$ cat src/hw/rtl/csort_pkg.sv
// Shared constants, state type and compare function of the shaker sorter.
`timescale 1ns / 1ps
package csort_pkg;

	localparam int DEPTH  = 64;
	localparam int KEY_W  = 32;
	localparam int ADDR_W = $clog2(DEPTH);
	localparam int CNT_W  = $clog2(DEPTH + 1);

	typedef enum logic [3:0] {
		ST_LOAD,
		ST_PREP,
		ST_FWD_START,
		ST_FWD_FIRST,
		ST_FWD_RUN,
		ST_FWD_PUT,
		ST_BWD_START,
		ST_BWD_FIRST,
		ST_BWD_RUN,
		ST_BWD_PUT,
		ST_EMIT_RD,
		ST_EMIT_DATA
	} state_t;

	// True when key a must come after key b in the selected order.
	function automatic logic after(input logic [KEY_W-1:0] a, input logic [KEY_W-1:0] b,
			input logic desc);
		after = desc ? (a < b) : (a > b);
	endfunction

endpackage

$ cat src/hw/rtl/csort_ram.sv
// Generic single-write, single-read RAM with a registered read port.
`timescale 1ns / 1ps
module csort_ram #(
	parameter int WIDTH = 32,
	parameter int DEPTH = 64
) (
	input  logic                     clk,
	input  logic                     we,
	input  logic [$clog2(DEPTH)-1:0] waddr,
	input  logic [WIDTH-1:0]         wdata,
	input  logic [$clog2(DEPTH)-1:0] raddr,
	output logic [WIDTH-1:0]         rdata
);

	logic [WIDTH-1:0] mem [DEPTH];

	always_ff @(posedge clk) begin
		if (we) begin
			mem[waddr] <= wdata;
		end
		rdata <= mem[raddr];
	end

endmodule

$ cat src/hw/rtl/cocktail_shift_sorter_unit.sv
// Top level of the shaker sorter: key memory, sort sequencer and output register.
`timescale 1ns / 1ps
// Keys are loaded one per cycle into a 64-entry key memory; the transaction with is_last
// starts the sort and no further keys are taken until the last sorted key has been moved
// into the output register. The sort alternates forward and backward passes over the
// shrinking unsorted window; each pass reads one entry and writes one entry per cycle
// through the memory's single read and single write port, so the sort time is set by the
// number of passes the order needs. Each key is then emitted in two steps: a memory read,
// then a load of the output register, which waits until that register is free.
// Keys beyond 64 are dropped and every result of that set carries overflow.
module cocktail_shift_sorter_unit (
	input  logic        clk,
	input  logic        arst_n,
	input  logic        in_valid,
	output logic        in_ready,
	input  logic [31:0] element_key,
	input  logic        is_last,
	output logic        out_valid,
	input  logic        out_ready,
	output logic [31:0] sorted_key,
	output logic        end_of_run,
	output logic        overflow,
	input  logic        cfg_we,
	input  logic        cfg_wdata
);

	localparam int AW = csort_pkg::ADDR_W;
	localparam int CW = csort_pkg::CNT_W;
	localparam int KW = csort_pkg::KEY_W;

	csort_pkg::state_t state_q, state_d;

	logic          descending_q;
	logic [CW-1:0] count_q;
	logic          dropped_q;
	logic [AW-1:0] first_q, last_q, idx_q, swap_pos_q;
	logic          swap_q;
	logic [KW-1:0] carry_q;
	logic [CW-1:0] emit_q;

	logic          out_valid_q;
	logic [31:0]   sorted_key_q;
	logic          end_of_run_q, overflow_q;

	logic          ram_we;
	logic [AW-1:0] ram_waddr, ram_raddr;
	logic [KW-1:0] ram_wdata, ram_rdata;

	logic in_fire, out_free, emit_last, fwd_move, bwd_move, store_full;

	csort_ram #(
		.WIDTH(KW),
		.DEPTH(csort_pkg::DEPTH)
	) u_key_ram (
		.clk  (clk),
		.we   (ram_we),
		.waddr(ram_waddr),
		.wdata(ram_wdata),
		.raddr(ram_raddr),
		.rdata(ram_rdata)
	);

	assign in_fire    = in_valid && in_ready;
	assign out_free   = !out_valid_q || out_ready;
	assign emit_last  = (emit_q == CW'(count_q - CW'(1)));
	assign store_full = (count_q == CW'(csort_pkg::DEPTH));
	// The carried key moves on when it belongs after the key just read.
	assign fwd_move   = csort_pkg::after(carry_q, ram_rdata, descending_q);
	assign bwd_move   = csort_pkg::after(ram_rdata, carry_q, descending_q);

	// Next state.
	always_comb begin
		state_d = state_q;
		case (state_q)
			csort_pkg::ST_LOAD: begin
				if (in_fire && is_last) state_d = csort_pkg::ST_PREP;
			end
			csort_pkg::ST_PREP: begin
				state_d = (count_q <= CW'(1)) ? csort_pkg::ST_EMIT_RD : csort_pkg::ST_FWD_START;
			end
			csort_pkg::ST_FWD_START: state_d = csort_pkg::ST_FWD_FIRST;
			csort_pkg::ST_FWD_FIRST: state_d = csort_pkg::ST_FWD_RUN;
			csort_pkg::ST_FWD_RUN: begin
				if (idx_q == last_q) state_d = csort_pkg::ST_FWD_PUT;
			end
			csort_pkg::ST_FWD_PUT: begin
				state_d = (!swap_q || first_q >= swap_pos_q) ? csort_pkg::ST_EMIT_RD
					: csort_pkg::ST_BWD_START;
			end
			csort_pkg::ST_BWD_START: state_d = csort_pkg::ST_BWD_FIRST;
			csort_pkg::ST_BWD_FIRST: state_d = csort_pkg::ST_BWD_RUN;
			csort_pkg::ST_BWD_RUN: begin
				if (idx_q == first_q) state_d = csort_pkg::ST_BWD_PUT;
			end
			csort_pkg::ST_BWD_PUT: begin
				state_d = (!swap_q || swap_pos_q >= last_q) ? csort_pkg::ST_EMIT_RD
					: csort_pkg::ST_FWD_START;
			end
			csort_pkg::ST_EMIT_RD: state_d = csort_pkg::ST_EMIT_DATA;
			csort_pkg::ST_EMIT_DATA: begin
				if (out_free) state_d = emit_last ? csort_pkg::ST_LOAD : csort_pkg::ST_EMIT_RD;
			end
			default: state_d = csort_pkg::ST_LOAD;
		endcase
	end

	// Memory port and handshake outputs.
	always_comb begin
		in_ready  = 1'b0;
		ram_we    = 1'b0;
		ram_waddr = idx_q;
		ram_wdata = carry_q;
		ram_raddr = idx_q;
		case (state_q)
			csort_pkg::ST_LOAD: begin
				in_ready  = 1'b1;
				ram_we    = in_fire && !store_full;
				ram_waddr = count_q[AW-1:0];
				ram_wdata = element_key[KW-1:0];
			end
			csort_pkg::ST_FWD_START: ram_raddr = first_q;
			csort_pkg::ST_FWD_FIRST: ram_raddr = first_q + AW'(1);
			csort_pkg::ST_FWD_RUN: begin
				ram_raddr = idx_q + AW'(1);
				ram_we    = 1'b1;
				ram_waddr = idx_q - AW'(1);
				ram_wdata = fwd_move ? ram_rdata : carry_q;
			end
			csort_pkg::ST_FWD_PUT: begin
				ram_we    = 1'b1;
				ram_waddr = last_q;
			end
			csort_pkg::ST_BWD_START: ram_raddr = last_q;
			csort_pkg::ST_BWD_FIRST: ram_raddr = last_q - AW'(1);
			csort_pkg::ST_BWD_RUN: begin
				ram_raddr = idx_q - AW'(1);
				ram_we    = 1'b1;
				ram_waddr = idx_q + AW'(1);
				ram_wdata = bwd_move ? ram_rdata : carry_q;
			end
			csort_pkg::ST_BWD_PUT: begin
				ram_we    = 1'b1;
				ram_waddr = first_q;
			end
			csort_pkg::ST_EMIT_RD: ram_raddr = emit_q[AW-1:0];
			csort_pkg::ST_EMIT_DATA: ram_raddr = emit_q[AW-1:0];
			default: ram_we = 1'b0;
		endcase
	end

	// Control registers.
	always_ff @(posedge clk or negedge arst_n) begin
		if (!arst_n) begin
			state_q      <= csort_pkg::ST_LOAD;
			descending_q <= 1'b0;
			count_q      <= '0;
			dropped_q    <= 1'b0;
			out_valid_q  <= 1'b0;
		end else begin
			state_q <= state_d;
			if (cfg_we) descending_q <= cfg_wdata;
			if (in_fire) begin
				if (store_full) dropped_q <= 1'b1;
				else count_q <= count_q + CW'(1);
			end
			if (state_q == csort_pkg::ST_EMIT_DATA && out_free) begin
				out_valid_q <= 1'b1;
				if (emit_last) begin
					count_q   <= '0;
					dropped_q <= 1'b0;
				end
			end else if (out_ready) begin
				out_valid_q <= 1'b0;
			end
		end
	end

	// Sort datapath and output payload.
	always_ff @(posedge clk) begin
		case (state_q)
			csort_pkg::ST_PREP: begin
				first_q <= '0;
				last_q  <= AW'(count_q - CW'(1));
				emit_q  <= '0;
			end
			csort_pkg::ST_FWD_START: swap_q <= 1'b0;
			csort_pkg::ST_FWD_FIRST: begin
				carry_q <= ram_rdata;
				idx_q   <= first_q + AW'(1);
			end
			csort_pkg::ST_FWD_RUN: begin
				if (fwd_move) begin
					swap_q     <= 1'b1;
					swap_pos_q <= idx_q - AW'(1);
				end else begin
					carry_q <= ram_rdata;
				end
				idx_q <= idx_q + AW'(1);
			end
			csort_pkg::ST_FWD_PUT: begin
				// Everything past the last exchange is in its final place.
				if (swap_q) last_q <= swap_pos_q;
			end
			csort_pkg::ST_BWD_START: swap_q <= 1'b0;
			csort_pkg::ST_BWD_FIRST: begin
				carry_q <= ram_rdata;
				idx_q   <= last_q - AW'(1);
			end
			csort_pkg::ST_BWD_RUN: begin
				if (bwd_move) begin
					swap_q     <= 1'b1;
					swap_pos_q <= idx_q + AW'(1);
				end else begin
					carry_q <= ram_rdata;
				end
				idx_q <= idx_q - AW'(1);
			end
			csort_pkg::ST_BWD_PUT: begin
				if (swap_q) first_q <= swap_pos_q;
			end
			csort_pkg::ST_EMIT_DATA: begin
				if (out_free) begin
					sorted_key_q <= 32'(ram_rdata);
					end_of_run_q <= emit_last;
					overflow_q   <= dropped_q;
					emit_q       <= emit_q + CW'(1);
				end
			end
			default: ;
		endcase
	end

	assign out_valid  = out_valid_q;
	assign sorted_key = sorted_key_q;
	assign end_of_run = end_of_run_q;
	assign overflow   = overflow_q;

endmodule
$ cat config.mk
export PLATFORM = sky130hd
export DESIGN_NAME = cocktail_shift_sorter_unit
export DESIGN_NICKNAME = d
export VERILOG_FILES = /design/src/hw/rtl/csort_pkg.sv /design/src/hw/rtl/csort_ram.sv /design/src/hw/rtl/cocktail_shift_sorter_unit.sv
export SDC_FILE = /design/constraint.sdc
export NUM_CORES = 2
export LEC_CHECK = 0
export BUFFER_PORTS_ARGS = -buffer_cell sky130_fd_sc_hd__buf_4
export CAP_MARGIN = 20
export CORE_UTILIZATION = 45
export CTS_BUF_LIST = sky130_fd_sc_hd__clkbuf_4 sky130_fd_sc_hd__clkbuf_8
export DETAILED_ROUTE_END_ITERATION = 10
export PLACE_DENSITY = 0.67
export SYNTH_ARGS = -nofsm -noshare
export SYNTH_HDL_FRONTEND = slang
export SYNTH_SLANG_ARGS = --single-unit
$ cat constraint.sdc
create_clock -name clk -period 4.5 [get_ports clk]
set_input_delay 0.45 -clock clk [delete_from_list [all_inputs] [get_ports clk]]
set_output_delay 0.45 -clock clk [all_outputs]
set_load 0.005 [all_outputs]
### After elaboration in Yosys (flattened, before gate mapping)

Memory sizes are Yosys's and may differ from the RTL's. A register that Yosys moved wholly into a read port is not among the register bits.
Index checks and enable logic that the tools add are counted.

| cells by class | value |
|---|---|
| $add $sub $neg | 7 |
| magnitude comparators | 7 |
| eq/ne operators | 25 |
| mux-type cells | 45 |
| reductions and logical operators | 31 |

Operator list:

| kind | number |
|---|---|
| 32-bit one-hot mux with 3 select lines | 2 |
| 32-bit 2-to-1 mux | 4 |
| 32-bit greater-than comparator | 2 |
| 32-bit < comparator | 2 |
| 4-bit one-hot mux with 12 select lines | 1 |
| 6-bit one-hot mux with 7 select lines | 1 |
| 6-bit one-hot mux with 2 select lines | 3 |
| 7-bit 2-to-1 mux | 5 |
| 4-bit 2-to-1 mux | 8 |
| 6-bit one-hot mux with 5 select lines | 1 |
| 6-bit one-hot mux with 4 select lines | 1 |
| 2-bit inequality test, second input constant | 10 |
| 6-bit 2-to-1 mux | 3 |
| 4-bit by 3-bit equality test with 1-bit output, second input constant | 4 |
| 4-bit equality test, second input constant | 4 |
| 7-bit by 1-bit adder with 7-bit output, second input constant | 2 |
| 7-bit one-hot mux with 2 select lines | 1 |
| 1-bit 2-to-1 mux | 13 |
| 6-bit by 1-bit adder with 6-bit output, second input constant | 2 |
| 6-bit equality test | 2 |
| 6-bit >= comparator | 2 |
| 6-bit by 1-bit subtractor with 6-bit output, second input constant | 2 |
| 2-bit nonzero test | 5 |
| 3-bit AND reduction | 3 |
| 18 further kinds | 32 |

| word-level totals | value |
|---|---|
| register bits | 112 |
| RAM bits | 2048 |
| bits of input ports | 39 |
| memories kept | 1 |

Memory list:

| name | depth | width | rd ports | clocked after Yosys merged registers in | wr ports | RTL line | text |
|---|---|---|---|---|---|---|---|
| u_key_ram.mem | 64 | 32 | 1 | 1 | 1 | csort_ram.sv:15 | `logic [WIDTH-1:0] mem [DEPTH];` |

### Depth between registers and ports, before layout

| logic depth | value |
|---|---|
| depth after elaboration | 7 |
| gate-level depth with buffers | 16 |
| gate-level depth less buffers | 11 |

### Modules after synthesis

From an unflattened synthesis, not the netlist that was laid out.

| second synthesis, totals | value |
|---|---|
| cell total of the unflattened synthesis | 4078 |
| area total of the unflattened synthesis | 85873.6 um^2 |

By module, submodules not included:

| module | times used | cells an instance | area an instance (um^2) | seq. area each (um^2) |
|---|---|---|---|---|
| csort_ram | 1 | 3324 | 78515.3 | 62139.6 |
| cocktail_shift_sorter_unit | 1 | 754 | 7358.3 | 3293.2 |

### Least setup slack after synthesis

No wires, ideal clock.

| timing | value |
|---|---|
| path kind | register -> register |
| start | reg carry_q[19] |
| end | reg carry_q[0], enable pin |
| setup time | 0.424 ns |
| data arrival time | 3.832 ns |
| path slack | 0.244 ns |
| cell stages (with the launch flop) | 12 |
| path buffers | 1 |
| cells stage by stage | edfxtp_1 -> inv_1 -> ha_1 -> nand4_1 -> nor3_1 -> a211oi_1 -> a211o_1 -> and3_1 -> a221oi_1 -> a21oi_1 -> clkbuf_1 -> nor2b_1 |

| on the way | value |
|---|---|
| longest elaborated chain between the ends | 4 |
| elaborated cells on any way between the ends | 9 |
| those cells by class | order compare: 4; eq/ne: 2; mux: 2; reduce/logical: 1 |

RTL lines:

| item | RTL line | text |
|---|---|---|
| from (decl) | cocktail_shift_sorter_unit.sv:38 | `logic [KW-1:0] carry_q;` |
| from (signal assigned) | cocktail_shift_sorter_unit.sv:188 | `carry_q <= ram_rdata;` |
| from (signal assigned) | cocktail_shift_sorter_unit.sv:196 | `carry_q <= ram_rdata;` |
| from (signal assigned) | cocktail_shift_sorter_unit.sv:206 | `carry_q <= ram_rdata;` |
| 32-bit greater-than comparator or 32-bit < comparator (tied branches) | csort_pkg.sv:28 | `after = desc ? (a < b) : (a > b);` |
| 1-bit 2-to-1 mux | csort_pkg.sv:28 |  |
| 2-bit inequality test (no source line) | - |  |
| 3-bit AND reduction (no source line) (*) | - |  |

Every way passes the cells marked *; elsewhere a longest branch is shown, timed or not.
A chain may end at the register's enable or synchronous reset.

### Worst setup path after layout

| timing | value |
|---|---|
| start | reg u_key_ram.rdata[31] (read register of u_key_ram.mem) |
| end | mem u_key_ram.mem[47][21], data pin |

| on the way | value |
|---|---|
| longest elaborated chain between the ends | 4 |
| elaborated cells on any way between the ends | 9 |
| those cells by class | order compare: 4; mux: 5 |

RTL lines:

| item | RTL line | text |
|---|---|---|
| from (decl) | csort_ram.sv:12 | `output logic [WIDTH-1:0] rdata` |
| 32-bit greater-than comparator or 32-bit < comparator (tied branches) | csort_pkg.sv:28 |  |
| 1-bit 2-to-1 mux | csort_pkg.sv:28 |  |
| 32-bit 2-to-1 mux (on tied branches) | cocktail_shift_sorter_unit.sv:139, cocktail_shift_sorter_unit.sv:127 |  |
| 32-bit one-hot mux with 3 select lines (*) | cocktail_shift_sorter_unit.sv:114 | `case (state_q)` |
| net ram_wdata[21] | cocktail_shift_sorter_unit.sv:47 | `logic [KW-1:0] ram_wdata, ram_rdata;` |
| to (decl) | csort_ram.sv:15 |  |

The timed path passes the listed nets; every way through them passes the cells marked *.

==> results.json <==
{
  "whs_ps": 115.7,
  "via_count": 57080,
  "cts_tree": "done",
  "slew_headroom_pct": 26.97,
  "ys_ff_latch": 2192,
  "routedWlPerCell_um": 25.17,
  "yosysTopAreaCellShare_pct": 73.08,
  "worst_path_most_repeated_cell": "buf_4",
  "netlist_top_cells_area": "edfxtp_1 73%, nand2_1 7.0%, mux2i_1 2.2%",
  "syn_area_mm2": 0.08818,
  "postSynthAreaPerCell_um2": 13.73,
  "post-place-ws_ps": -60.35,
  "synthArstFlopShare_pct": 0.6387,
  "finalHoldViolCount": 0,
  "wl_um": 244100,
  "fp-row-count": 162,
  "critical_path.cell_chain": "ha_1, nand4_1, nor4_1, buf_4, o311ai_0, a31oi_1, buf_4, o211ai_1, and3b_2, buf_12, a221o_2, buf_4",
  "hpwl_um": 146700,
  "synth-edff-count": 2146,
  "finalCritPeriodShare_pct": 98.61,
  "io_pins": 75,
  "synth_cell_types": 82,
  "cts_buffer_depth": 4,
  "yosys_warnings": 0,
  "drc": 0,
  "maxCapViolations": 0,
  "grt_pass1_wl_um": 358200,
  "grt_util_all_layers_pct": 24.26,
  "setup_violations": 0,
  "portBuffers": 74,
  "drive_gt1_share_pct": 16.37,
  "post-route-util_pct": 52.77,
  "grt_pass1_vias": 54718,
  "cp_slowest_stage_delay_ps": 630,
  "worst_slew_pin_slew_ps": 1093,
  "cts_buffers": 362,
  "synthFlopType": "edfxtp_1",
  "seq_area_frac_synth_pct": 74.20,
  "drtAntennaViolNets": 0,
  "startpoint_type": "flip-flop",
  "cts_sinks": 2192,
  "crit_required_ps": 5230,
  "drtPass1Iterations": 8,
  "crit_slowest_cell": "dfxtp_1",
  "viasPerCell": 5.884,
  "antenna_found_initial": 9,
  "crit_type": "reg2reg",
  "hold_class": "in2reg",
  "skew_ps": 81.16,
  "final_cell_mix": "2146 x edfxtp_1, 1639 x nand2_1, 409 x clkbuf_8",
  "clockRootBuffer": "clkbuf_8",
  "end_kind": "flip-flop",
  "start_util_pct": 45.27,
  "die_area_mm2": 0.1977,
  "synthToLayoutAreaGrowth_pct": 16.56,
  "drv_slew": 0,
  "htreeDepth": 5,
  "clk_pin_slew_worst_paths_ps": 60,
  "setup_tns_ps": 0,
  "synth_area_leader_cell": "edfxtp_1",
  "die_h_um": 444.7,
  "rsz0062_at_grt": "false",
  "drtIter0Drc": 6414,
  "nets": 6900,
  "min_period_ps": 4437,
  "place_congestion": 0.9010,
  "finalWorstSetupSlack_ps": 62.70,
  "die_x_um": 444.7,
  "synth_fp_nets": 6512,
  "worst_ep_arrival_time_ps": 5170,
  "cp_max_fo": 32,
  "syn-instance-count": 6421,
  "layout_commonest_cell": "edfxtp_1",
  "max_freq_mhz": 225.4,
  "grt.overflow.total": 0,
  "status": "finished, final reports clean",
  "core_area_mm2": 0.1948,
  "clock_latency_ps": 1060,
  "grt_max_degree": 103
}
[metal layers]
metal	global-route usage (%)	wire, um	up-vias
met1	32.97	96810	28552
met4	9.119	8429	6
met5	0	33	-
met3	5.022	23740	486
met2	38.47	115100	2973
li1	-	-	25063
[worst max-delay path, delay by kind of cell (launching register included)]
family	cells	cell delay, ps
and+or+nand+nor	3	1090
adders and majority gates	1	410
AOI/OAI and AO/OA	4	1140
DFF	1	630
buffers and inverters	4	810
[synthesized netlist by cell type, types with 4 or more instances]
master,instances
o21ai_1,31
o22ai_1,65
nand4_1,106
edfxtp_1,2146
a311oi_1,4
nor3b_1,5
nand3b_1,5
dfxtp_1,32
o2111ai_1,33
a211oi_1,7
or4_1,31
nor2b_1,19
a221o_1,34
o311a_1,34
mux2i_1,192
nand3_1,333
inv_1,57
buf_4,25
o211ai_1,7
a21o_1,10
buf_1,30
xnor2_1,32
a32o_1,4
o21ai_0,25
or3_1,39
a32oi_1,190
nand2b_1,13
ha_1,52
buf_2,140
dfrtp_1,14
and3_1,133
nor3_1,20
nor4_1,4
nor2_1,132
a31oi_1,193
a22oi_1,11
clkbuf_1,248
a21oi_1,199
xor2_1,21
and2_1,6
nand2_1,1639
a221oi_1,39
[worst paths after layout]
path | to | cells after the start | slack, ps | start
setup / recovery | u_key_ram.mem[47][21] | 12 | 60 | u_key_ram.rdata[31]
hold / removal | u_key_ram.mem[28][12] | 4 | 120 | element_key[12]
setup reg to reg | u_key_ram.mem[47][21] | 12 | 60 | u_key_ram.rdata[31]
hold reg to reg | overflow | 0 | 470 | dropped_q
max in group asynchronous | count_q[4] | 3 | 3390 | arst_n
min in group asynchronous | descending_q | 3 | 580 | arst_n
[stage by stage]
stage / instance area, um2 / cells
2_1_floorplan: 88180 / 6421
3_3_place_gp: 95580 / 9060
3_5_place_dp: 95600 / 9061
4_1_cts: 102800 / 9696
5_1_grt: 102800 / 9699
6_report: 102800 / 9701
[timing repair]
item | in CTS | in global routing
setup buffers | 0 | 0
hold endpoints to repair | 24 | 0
resized for setup | 1 | 0
hold buffers | 7 | 0
endpoints found under the setup margin | 554 | 0
[flip-flops by register name, summed over array words and instances (netlist names)]
signal / count
end_of_run: 1
state_q: 4
out_valid: 1
swap_pos_q: 6
dropped_q: 1
overflow: 1
u_key_ram.rdata: 32
swap_q: 1
last_q: 6
emit_q: 7
descending_q: 1
u_key_ram.mem: 2048
first_q: 6
sorted_key: 32
idx_q: 6
carry_q: 32
count_q: 7
[cell type report]
cell class | instances | area, um2
fill | 15561 | 92000
sequential | 2192 | 65430
multi-input combinational | 3726 | 21250
clock buffer | 511 | 6395
timing repair buffer | 470 | 5510
tap | 2624 | 3283
clock inverter | 117 | 695.7
inverter | 57 | 214.0
antenna | 4 | 10.01
[logic make-up after synthesis]
kind of cell    Yosys count  share of synthesized area, %
buf+inv                 503                         2.472
fa+ha+maj                52                        0.7378
mux                     197                         2.269
compound gates          922                         7.433
simple gates           2502                         12.36
flops                  2192                         74.20
xor+xnor                 53                        0.5264
Power is left out: the tool's default activity adds up to more than one toggle a clock period on the data nets, which glitch-free logic cannot reach.
